**src/hdl/bld_pkg.sv**
```systemverilog
// Shared types, constants and helper functions of the bitplane luma dither block.
`default_nettype none

package bld_pkg;

	localparam int PALETTE_SIZE = 64;
	localparam int BANK_DEPTH   = PALETTE_SIZE / 2;
	localparam int BANK_AW      = $clog2(BANK_DEPTH);
	localparam int IDX_W        = $clog2(PALETTE_SIZE);
	localparam int PIXELS       = 8;
	localparam int PLANES       = 6;
	localparam int ACTIVE_LINES = 256;
	localparam int ACTIVE_WORDS = 40;
	localparam int LINE_OFFSET  = 25;
	localparam int WORD_OFFSET  = 8;
	localparam int LUMA_R_COEF  = 77;
	localparam int LUMA_G_COEF  = 150;
	localparam int LUMA_B_COEF  = 29;
	localparam int QUEUE_DEPTH  = 4;

	typedef enum logic [1:0] {
		CMD_PALETTE = 2'd0,
		CMD_MIRROR  = 2'd1,
		CMD_RENDER  = 2'd2
	} cmd_t;

	// Classified item as it waits between front and back.
	typedef struct packed {
		cmd_t                   op;
		logic [IDX_W-1:0]       index;
		logic [7:0]             luma;
		logic [7:0]             luma_half;
		logic [PLANES-1:0][7:0] planes;
		logic [1:0]             dith_row;
		logic [8:0]             line;
		logic [5:0]             word;
	} item_t;

	// Luma table write, one port per half of the palette.
	typedef struct packed {
		logic               lo_en;
		logic               hi_en;
		logic [BANK_AW-1:0] addr;
		logic [7:0]         lo_data;
		logic [7:0]         hi_data;
	} wr_t;

	// Weighted sum of the three channels, top byte kept.
	function automatic logic [7:0] luma_of(logic [7:0] r, logic [7:0] g, logic [7:0] b);
		logic [15:0] sum;
		sum = 16'(LUMA_R_COEF) * {8'b0, r} + 16'(LUMA_G_COEF) * {8'b0, g}
			+ 16'(LUMA_B_COEF) * {8'b0, b};
		return sum[15:8];
	endfunction

	// 4x4 ordered dither threshold.
	function automatic logic [3:0] bayer(logic [1:0] r, logic [1:0] c);
		logic [3:0] v;
		unique case ({r, c})
			4'h0: v = 4'd0;
			4'h1: v = 4'd8;
			4'h2: v = 4'd2;
			4'h3: v = 4'd10;
			4'h4: v = 4'd12;
			4'h5: v = 4'd4;
			4'h6: v = 4'd14;
			4'h7: v = 4'd6;
			4'h8: v = 4'd3;
			4'h9: v = 4'd11;
			4'ha: v = 4'd1;
			4'hb: v = 4'd9;
			4'hc: v = 4'd15;
			4'hd: v = 4'd7;
			4'he: v = 4'd13;
			4'hf: v = 4'd5;
		endcase
		return v;
	endfunction

endpackage

`default_nettype wire

```
**src/hdl/bitplane_luma_bayer_dither_top.sv**
```systemverilog
// Top level of the planar palette to dithered grey converter.
// Input channel (in_valid / in_stall): one command per item. Palette writes
// (command 0, and command 1 with its half-bright mirror) update the luma table
// and give no result. A render (command 2) turns six bitplane bytes into one
// 32-bit word of eight dithered grey nibbles with its line and word position.
// Renders outside the active area and the unused command code are dropped.
// Output channel (out_valid / out_stall): one item per render, in order.
// Throughput is one item per cycle while the output is not stalled; each pixel
// lane owns a copy of the luma table, so all eight lookups share one cycle. A
// render passes through the queue, the lookup registers and the output register;
// it sees every table write accepted before it.
// A stalled result holds on the outputs; the back end stops with it, and the
// four-entry queue keeps taking items until it fills, then raises in_stall.
// Reset clears the queue, the pipeline valid flags and the table's written flags,
// so every entry reads as zero until written; the block is ready once reset ends.
`default_nettype none

module bitplane_luma_bayer_dither_top #(
	parameter int QUEUE_DEPTH = bld_pkg::QUEUE_DEPTH
) (
	input  wire logic        clk,
	input  wire logic        arst_n,
	input  wire logic        in_valid,
	output logic             in_stall,
	input  wire logic [1:0]  command,
	input  wire logic [5:0]  entry_index,
	input  wire logic [23:0] color_value,
	input  wire logic [7:0]  plane0_byte,
	input  wire logic [7:0]  plane1_byte,
	input  wire logic [7:0]  plane2_byte,
	input  wire logic [7:0]  plane3_byte,
	input  wire logic [7:0]  plane4_byte,
	input  wire logic [7:0]  plane5_byte,
	input  wire logic [7:0]  row,
	input  wire logic [5:0]  column,
	output logic             out_valid,
	input  wire logic        out_stall,
	output logic [31:0]      pixel_word,
	output logic [8:0]       line_number,
	output logic [5:0]       word_number
);

	bld_pkg::item_t front_item;
	bld_pkg::item_t head_item;
	logic           keep;
	logic           q_full;
	logic           q_valid;
	logic           pop;
	logic           push;

	// Accept an item whenever the queue has room.
	assign in_stall = q_full;
	assign push     = in_valid && !q_full && keep;

	bld_front u_front (
		.command     (command),
		.entry_index (entry_index),
		.color_value (color_value),
		.plane0_byte (plane0_byte),
		.plane1_byte (plane1_byte),
		.plane2_byte (plane2_byte),
		.plane3_byte (plane3_byte),
		.plane4_byte (plane4_byte),
		.plane5_byte (plane5_byte),
		.row         (row),
		.column      (column),
		.item        (front_item),
		.keep        (keep)
	);

	bld_queue #(
		.DEPTH (QUEUE_DEPTH)
	) u_queue (
		.clk       (clk),
		.arst_n    (arst_n),
		.push      (push),
		.push_item (front_item),
		.pop       (pop),
		.head_item (head_item),
		.not_empty (q_valid),
		.full      (q_full)
	);

	bld_back u_back (
		.clk         (clk),
		.arst_n      (arst_n),
		.q_valid     (q_valid),
		.head        (head_item),
		.pop         (pop),
		.out_valid   (out_valid),
		.out_stall   (out_stall),
		.pixel_word  (pixel_word),
		.line_number (line_number),
		.word_number (word_number)
	);

endmodule

`default_nettype wire

```
**src/hdl/bld_front.sv**
```systemverilog
// Front end: classify incoming items, compute luma values and frame positions.
`default_nettype none

module bld_front (
	input  wire logic [1:0]  command,
	input  wire logic [5:0]  entry_index,
	input  wire logic [23:0] color_value,
	input  wire logic [7:0]  plane0_byte,
	input  wire logic [7:0]  plane1_byte,
	input  wire logic [7:0]  plane2_byte,
	input  wire logic [7:0]  plane3_byte,
	input  wire logic [7:0]  plane4_byte,
	input  wire logic [7:0]  plane5_byte,
	input  wire logic [7:0]  row,
	input  wire logic [5:0]  column,
	output bld_pkg::item_t   item,
	output logic             keep
);

	logic [7:0] red;
	logic [7:0] green;
	logic [7:0] blue;
	logic       in_frame;

	assign red   = color_value[23:16];
	assign green = color_value[15:8];
	assign blue  = color_value[7:0];

	// Drop renders that fall outside the active area.
	assign in_frame = (32'(row) < 32'(bld_pkg::ACTIVE_LINES))
		&& (32'(column) < 32'(bld_pkg::ACTIVE_WORDS));

	// Decide which items go on to the back end.
	always_comb begin
		unique case (bld_pkg::cmd_t'(command))
			bld_pkg::CMD_PALETTE: keep = 1'b1;
			bld_pkg::CMD_MIRROR:  keep = 1'b1;
			bld_pkg::CMD_RENDER:  keep = in_frame;
			default:              keep = 1'b0;
		endcase
	end

	// Build the queued item.
	always_comb begin
		item.op        = bld_pkg::cmd_t'(command);
		item.index     = entry_index;
		item.luma      = bld_pkg::luma_of(red, green, blue);
		item.luma_half = bld_pkg::luma_of({1'b0, red[7:1]}, {1'b0, green[7:1]},
			{1'b0, blue[7:1]});
		item.planes    = {plane5_byte, plane4_byte, plane3_byte,
			plane2_byte, plane1_byte, plane0_byte};
		item.dith_row  = row[1:0];
		item.line      = 9'(row) + 9'(bld_pkg::LINE_OFFSET);
		item.word      = column + 6'(bld_pkg::WORD_OFFSET);
	end

endmodule

`default_nettype wire

```
**src/hdl/bld_queue.sv**
```systemverilog
// Short item queue between the front and back ends.
`default_nettype none

module bld_queue #(
	parameter int DEPTH = bld_pkg::QUEUE_DEPTH
) (
	input  wire logic           clk,
	input  wire logic           arst_n,
	input  wire logic           push,
	input  wire bld_pkg::item_t push_item,
	input  wire logic           pop,
	output bld_pkg::item_t      head_item,
	output logic                not_empty,
	output logic                full
);

	localparam int PW = (DEPTH > 1) ? $clog2(DEPTH) : 1;
	localparam int CW = $clog2(DEPTH + 1);

	bld_pkg::item_t store_q [DEPTH];
	logic [PW-1:0]  wr_ptr_q;
	logic [PW-1:0]  rd_ptr_q;
	logic [CW-1:0]  count_q;

	assign head_item = store_q[rd_ptr_q];
	assign not_empty = (count_q != '0);
	assign full      = (count_q == CW'(DEPTH));

	// Hold item payloads.
	always_ff @(posedge clk) begin
		if (push) begin
			store_q[wr_ptr_q] <= push_item;
		end
	end

	// Advance pointers and the fill count.
	always_ff @(posedge clk or negedge arst_n) begin
		if (!arst_n) begin
			wr_ptr_q <= '0;
			rd_ptr_q <= '0;
			count_q  <= '0;
		end else begin
			if (push) begin
				wr_ptr_q <= (wr_ptr_q == PW'(DEPTH - 1)) ? '0 : wr_ptr_q + 1'b1;
			end
			if (pop) begin
				rd_ptr_q <= (rd_ptr_q == PW'(DEPTH - 1)) ? '0 : rd_ptr_q + 1'b1;
			end
			if (push && !pop) begin
				count_q <= count_q + 1'b1;
			end else if (pop && !push) begin
				count_q <= count_q - 1'b1;
			end
		end
	end

endmodule

`default_nettype wire

```
**src/hdl/bld_lane.sv**
```systemverilog
// One pixel lane: private copy of the luma table and the dither quantizer.
`default_nettype none

module bld_lane (
	input  wire logic                      clk,
	input  wire logic                      rd_en,
	input  wire logic [bld_pkg::IDX_W-1:0] rd_index,
	input  wire bld_pkg::wr_t              wr,
	input  wire logic                      known_s1,
	input  wire logic [3:0]                dither,
	output logic [3:0]                     nibble
);

	logic [7:0] lo_mem [bld_pkg::BANK_DEPTH];
	logic [7:0] hi_mem [bld_pkg::BANK_DEPTH];
	logic [7:0] lo_s1;
	logic [7:0] hi_s1;
	logic       bank_s1;
	logic [7:0] luma;
	logic [7:0] sum;
	logic [2:0] level;

	// Write both halves of the table.
	always_ff @(posedge clk) begin
		if (wr.lo_en) begin
			lo_mem[wr.addr] <= wr.lo_data;
		end
		if (wr.hi_en) begin
			hi_mem[wr.addr] <= wr.hi_data;
		end
	end

	// Read both halves at the pixel's entry.
	always_ff @(posedge clk) begin
		if (rd_en) begin
			lo_s1   <= lo_mem[rd_index[bld_pkg::BANK_AW-1:0]];
			hi_s1   <= hi_mem[rd_index[bld_pkg::BANK_AW-1:0]];
			bank_s1 <= rd_index[bld_pkg::IDX_W-1];
		end
	end

	// Pick the half, treat unwritten entries as zero, dither and clamp.
	always_comb begin
		luma  = known_s1 ? (bank_s1 ? hi_s1 : lo_s1) : 8'd0;
		sum   = {1'b0, luma[7:1]} + {4'b0, dither};
		level = sum[7] ? 3'd7 : sum[6:4];
	end

	assign nibble = {1'b1, level};

endmodule

`default_nettype wire

```
**src/hdl/bld_back.sv**
```systemverilog
// Back end: luma table writes, table lookups and output word assembly.
`default_nettype none

module bld_back (
	input  wire logic           clk,
	input  wire logic           arst_n,
	input  wire logic           q_valid,
	input  wire bld_pkg::item_t head,
	output logic                pop,
	output logic                out_valid,
	input  wire logic           out_stall,
	output logic [31:0]         pixel_word,
	output logic [8:0]          line_number,
	output logic [5:0]          word_number
);

	localparam int NPIX = bld_pkg::PIXELS;

	bld_pkg::wr_t                   wr;
	logic                           advance;
	logic [bld_pkg::BANK_DEPTH-1:0] known_lo_q;
	logic [bld_pkg::BANK_DEPTH-1:0] known_hi_q;
	logic [bld_pkg::IDX_W-1:0]      pix_index [NPIX];
	logic [NPIX-1:0]                known_s1;
	logic [3:0]                     nibble [NPIX];
	logic [31:0]                    word_pack;
	logic                           vld_s1;
	logic [1:0]                     row_s1;
	logic [8:0]                     line_s1;
	logic [5:0]                     word_s1;
	logic                           out_valid_q;
	logic [31:0]                    pixel_word_q;
	logic [8:0]                     line_q;
	logic [5:0]                     word_q;

	// Move the whole back end only when the output register can take a result.
	assign advance = !out_valid_q || !out_stall;
	assign pop     = advance && q_valid;

	// Turn a popped palette command into table writes.
	always_comb begin
		wr         = '0;
		wr.addr    = head.index[bld_pkg::BANK_AW-1:0];
		wr.lo_data = head.luma;
		wr.hi_data = head.luma;
		if (pop) begin
			unique case (head.op)
				bld_pkg::CMD_PALETTE: begin
					wr.lo_en = !head.index[bld_pkg::IDX_W-1];
					wr.hi_en = head.index[bld_pkg::IDX_W-1];
				end
				bld_pkg::CMD_MIRROR: begin
					wr.lo_en   = 1'b1;
					wr.hi_en   = 1'b1;
					wr.hi_data = head.luma_half;
				end
				default: begin
					wr.lo_en = 1'b0;
					wr.hi_en = 1'b0;
				end
			endcase
		end
	end

	// Mark table entries once written.
	always_ff @(posedge clk or negedge arst_n) begin
		if (!arst_n) begin
			known_lo_q <= '0;
			known_hi_q <= '0;
		end else begin
			if (wr.lo_en) begin
				known_lo_q[wr.addr] <= 1'b1;
			end
			if (wr.hi_en) begin
				known_hi_q[wr.addr] <= 1'b1;
			end
		end
	end

	// Gather each pixel's palette index, leftmost pixel from the plane MSBs.
	for (genvar p = 0; p < NPIX; p++) begin : g_pix
		for (genvar k = 0; k < bld_pkg::PLANES; k++) begin : g_bit
			assign pix_index[p][k] = head.planes[k][NPIX-1-p];
		end

		// Read the written flag alongside the table data.
		always_ff @(posedge clk or negedge arst_n) begin
			if (!arst_n) begin
				known_s1[p] <= 1'b0;
			end else if (advance) begin
				known_s1[p] <= pix_index[p][bld_pkg::IDX_W-1]
					? known_hi_q[pix_index[p][bld_pkg::BANK_AW-1:0]]
					: known_lo_q[pix_index[p][bld_pkg::BANK_AW-1:0]];
			end
		end

		bld_lane u_lane (
			.clk      (clk),
			.rd_en    (advance),
			.rd_index (pix_index[p]),
			.wr       (wr),
			.known_s1 (known_s1[p]),
			.dither   (bld_pkg::bayer(row_s1, 2'(p))),
			.nibble   (nibble[p])
		);

		assign word_pack[4*p +: 4] = nibble[p];
	end

	// Lookup stage control.
	always_ff @(posedge clk or negedge arst_n) begin
		if (!arst_n) begin
			vld_s1 <= 1'b0;
		end else if (advance) begin
			vld_s1 <= pop && (head.op == bld_pkg::CMD_RENDER);
		end
	end

	always_ff @(posedge clk) begin
		if (advance) begin
			row_s1  <= head.dith_row;
			line_s1 <= head.line;
			word_s1 <= head.word;
		end
	end

	// Output register, held while the receiver stalls.
	always_ff @(posedge clk or negedge arst_n) begin
		if (!arst_n) begin
			out_valid_q <= 1'b0;
		end else if (advance) begin
			out_valid_q <= vld_s1;
		end
	end

	always_ff @(posedge clk) begin
		if (advance) begin
			pixel_word_q <= word_pack;
			line_q       <= line_s1;
			word_q       <= word_s1;
		end
	end

	assign out_valid   = out_valid_q;
	assign pixel_word  = pixel_word_q;
	assign line_number = line_q;
	assign word_number = word_q;

endmodule

`default_nettype wire

```
**config.mk**
```make
export PLATFORM = sky130hd
export DESIGN_NAME = bitplane_luma_bayer_dither_top
export DESIGN_NICKNAME = d
export VERILOG_FILES = /design/src/hdl/bld_pkg.sv /design/src/hdl/bitplane_luma_bayer_dither_top.sv /design/src/hdl/bld_front.sv /design/src/hdl/bld_queue.sv /design/src/hdl/bld_lane.sv /design/src/hdl/bld_back.sv
export SDC_FILE = /design/constraint.sdc
export NUM_CORES = 2
export LEC_CHECK = 0
export BUFFER_PORTS_ARGS = -buffer_cell sky130_fd_sc_hd__buf_2
export CAP_MARGIN = 15
export CORE_UTILIZATION = 36
export CTS_BUF_LIST = sky130_fd_sc_hd__clkbuf_2 sky130_fd_sc_hd__clkbuf_4 sky130_fd_sc_hd__clkbuf_8
export DETAILED_ROUTE_END_ITERATION = 10
export HOLD_SLACK_MARGIN = 0.1
export PLACE_DENSITY = 0.62
export SYNTH_ARGS = -nofsm -noshare
export SYNTH_HDL_FRONTEND = slang
export SYNTH_MEMORY_MAX_BITS = 65536
export SYNTH_SLANG_ARGS = --single-unit
export TNS_END_PERCENT = 100
```
**constraint.sdc**
```tcl
create_clock -name clk -period 7.1 [get_ports clk]
set_input_delay 0.355 -clock clk [delete_from_list [all_inputs] [get_ports clk]]
set_output_delay 0.355 -clock clk [all_outputs]
set_load 0.02 [all_outputs]
```
==> impl_metrics.json <==
{
  "ys_seq_area_share_pct": 40.3,
  "route.vias.total": 54600,
  "cts_buffers": 180,
  "hold_viol_final": 0,
  "synth.distinct_cells": 58,
  "firstDrtPassIters": 8,
  "maxSlewHeadroom_pct": 14.8,
  "placed_area_mm2": 0.0807,
  "cp_max_fo": 6,
  "ys_warn_count": 0,
  "core_region_area_mm2": 0.213,
  "rr_startpoint": "u_queue.rd_ptr_q[0]$_DFFE_PN0P_",
  "dieArea_mm2": 0.217,
  "clk_latency_ps": 990,
  "die_w_um": 466,
  "drv_slew": 0,
  "nFillCells": 19400,
  "synth_area_per_cell_um2": 14.6,
  "ctsRootBufferMaster": "clkbuf_8",
  "skew_ps": 77.2,
  "seqCellArea_mm2": 0.0312,
  "portBuffers": 138,
  "dpl.hpwl_um": 177000,
  "htree_num_levels": 4,
  "first_iter_violations": 8677,
  "rows": 169,
  "ant_nets": 0,
  "min-delay-start": "plane0_byte[1]",
  "hp-class": "in -> reg",
  "totalWireLength_um": 281000,
  "routedWlPerCell_um": 33.8,
  "synth-seq-cells": 1053,
  "multi_input_area_mm2": 0.0431,
  "gr-usage-all-layers_pct": 25.5,
  "fmax_ghz": 0.168,
  "antenna_found_initial": 22,
  "synth_edf_count": 972,
  "outcome": "complete, no violations",
  "maxCapViolCount": 0,
  "gr-total-overflow": 0,
  "cts_sinks": 1053,
  "cp.required_ps": 7770,
  "cts.path.max_buffers": 3,
  "min_period_ps": 5950,
  "fin_area_mm2": 0.0856,
  "place_congestion": 0.938,
  "drcViolationCount": 0,
  "ys_async_sr_fraction_pct": 7.69,
  "crit_path_frequent_cell": "fa_1",
  "path_depth": 22,
  "cp_slowest_stage_delay_ps": 520,
  "netlist_area_mm2": 0.0774,
  "path_cells": "buf_2, ha_1, ha_1, inv_1, fa_1, fa_1, inv_1, ha_1, xor2_1, fa_1, fa_1, inv_1, fa_1, fa_1, inv_1, ha_1, nor4_1, a211oi_1, a211oi_1, o21ai_0, o41ai_1, xnor3_1",
  "tightestPinTransition_ps": 1280,
  "dp_slack_ps": 144,
  "critical_path.slowest_cell": "fa_1",
  "critPathKind": "in -> reg",
  "nNetsFinal": 5714,
  "num_io_pins": 147,
  "grt_start_max_net_pins": 83,
  "cp-end-kind": "flip-flop",
  "postCtsSetupBuffers": 0,
  "worst_slack_ps": 1150,
  "path_buf_inv": 5,
  "path_clk_slew_ps": 60,
  "grt_first_pass_wirelength_um": 399000,
  "areaGrowthSynthToFinish_pct": 10.5,
  "synth-main-ff-cell": "edfxtp_1",
  "routed_via_density": 6.57,
  "start_util_pct": 36.4,
  "rsz0062_at_grt": "no",
  "start_kind": "input pin",
  "dieHeight_um": 466,
  "grt_pass1_vias": 54500,
  "postCtsHoldBufs": 81,
  "setup_viol": 0,
  "critical-path-top-delay-family": "adder cells",
  "tns_ps": 0,
  "period_share_pct": 83.8,
  "cp.arrival_ps": 6620,
  "worstHoldPathCells": 2,
  "drive_gt1_share_pct": 34.1,
  "cts_tree": "yes",
  "cts_resized": 0,
  "crit_path_start": "color_value[12]",
  "reg2reg_depth": 9,
  "postSynthCellCount": 5294
}
[cells in the mapped netlist (19+ instances only)]
cell / n / share of area, %
o21ai_0: 65 / 0.42
buf_6: 39 / 0.57
buf_1: 68 / 0.33
nand3_1: 144 / 0.93
a31oi_1: 23 / 0.19
o21ai_1: 70 / 0.45
or2_2: 59 / 0.48
dfrtp_1: 81 / 2.6
mux2i_1: 699 / 9.0
edfxtp_1: 972 / 38
buf_4: 31 / 0.30
o31ai_1: 20 / 0.19
o211ai_1: 32 / 0.31
nor2b_1: 63 / 0.51
a21oi_1: 146 / 0.94
nand2_1: 318 / 1.5
mux2_2: 201 / 2.9
clkbuf_1: 118 / 0.57
mux4_2: 983 / 29
buf_2: 251 / 1.6
nor2_1: 223 / 1.1
fa_1: 97 / 2.5
inv_1: 169 / 0.82
a211oi_1: 24 / 0.23
ha_1: 188 / 3.0
o2111ai_1: 25 / 0.28
xnor2_1: 19 / 0.21
[through the flow]
step / hold slack, ps / std cells / utilization (%)
after floorplan: 59.4 / 5301 / -
after global placement: 199 / 7885 / 37.9
after detailed placement: 199 / 7885 / 37.9
after CTS: 101 / 8294 / 40.1
after global routing: 134 / 8309 / 40.2
final: 152 / 8315 / 40.2
[final timing paths]
kind                                                          end  slack [ps]
worst max-delay path             u_queue.store_q[1][80]$_DFFE_PP_        1150
worst min-delay path             u_queue.store_q[2][18]$_DFFE_PP_         150
worst max register to register     u_back.known_s1[0]$_DFFE_PN0P_        2290
worst min register to register    u_back.line_number[3]$_DFFE_PP_         410
max in group asynchronous       u_back.known_hi_q[25]$_DFFE_PN0P_        6040
min in group asynchronous         u_queue.rd_ptr_q[0]$_DFFE_PN0P_         230
[logic make-up (layout without fill, tap and decap cells)]
family	count (synthesis)	after routing	synth area share, %
simple gates	852	852	4.91
other cells	1	25	0.00484
fa+ha+maj	285	285	5.55
xor+xnor	38	38	0.448
mux	1883	1883	40.5
flops	1053	1053	40.3
compound gates	496	496	3.97
buf+inv	686	862	4.26
[routing by layer]
layer	routed length, µm	up-vias	part of all wire (%)	global-route usage, %
met4	16500	14	5.9	13.3
met5	149	-	0.053	0.373
li1	-	21500	-	-
met2	123000	4202	44	37.3
met3	37400	930	13	9.08
met1	104000	28000	37	33.3
[worst reg2reg max path, delay by kind of cell, from the launching register on]
kind,cells,cell delay [ps]
buffers and inverters,3,2140
DFF,1,970
muxes,3,890
AOI/OAI and AO/OA,3,690
[area by class of cell]
class	count	area share (%)
Sequential cell	1053	36.5
Clock buffer	230	3.44
Clock inverter	98	1.16
Timing Repair Buffer	357	3.56
Antenna cell	17	0.0497
Multi-Input combinational cell	3562	50.4
Tap cell	2821	4.12
Inverter	177	0.785
[state kept, by name, indices dropped and copies added, names as in the netlist, 24 cells and up]
register                    flops
u_back.pixel_word              24
u_back.g_pix.u_lane.lo_mem    224
u_back.known_hi_q              32
u_back.g_pix.u_lane.hi_mem    224
u_back.known_lo_q              32
u_back.g_pix.u_lane.lo_s1      56
u_back.g_pix.u_lane.hi_s1      56
u_queue.store_q               348
[layout by cell type, fill, tap and decap left out, types with 97 or more instances in the layout]
cell type / n
ha_1: 188
a21oi_1: 146
fa_1: 97
buf_4: 100
buf_2: 137
nor2_1: 180
clkbuf_8: 195
inv_1: 168
edfxtp_1: 972
mux4_2: 959
nand3_1: 144
mux2i_1: 699
mux2_2: 201
nand2_1: 318
Power is left out: the tool's default activity adds up to more than one toggle a clock period on the data nets, which glitch-free logic cannot reach.
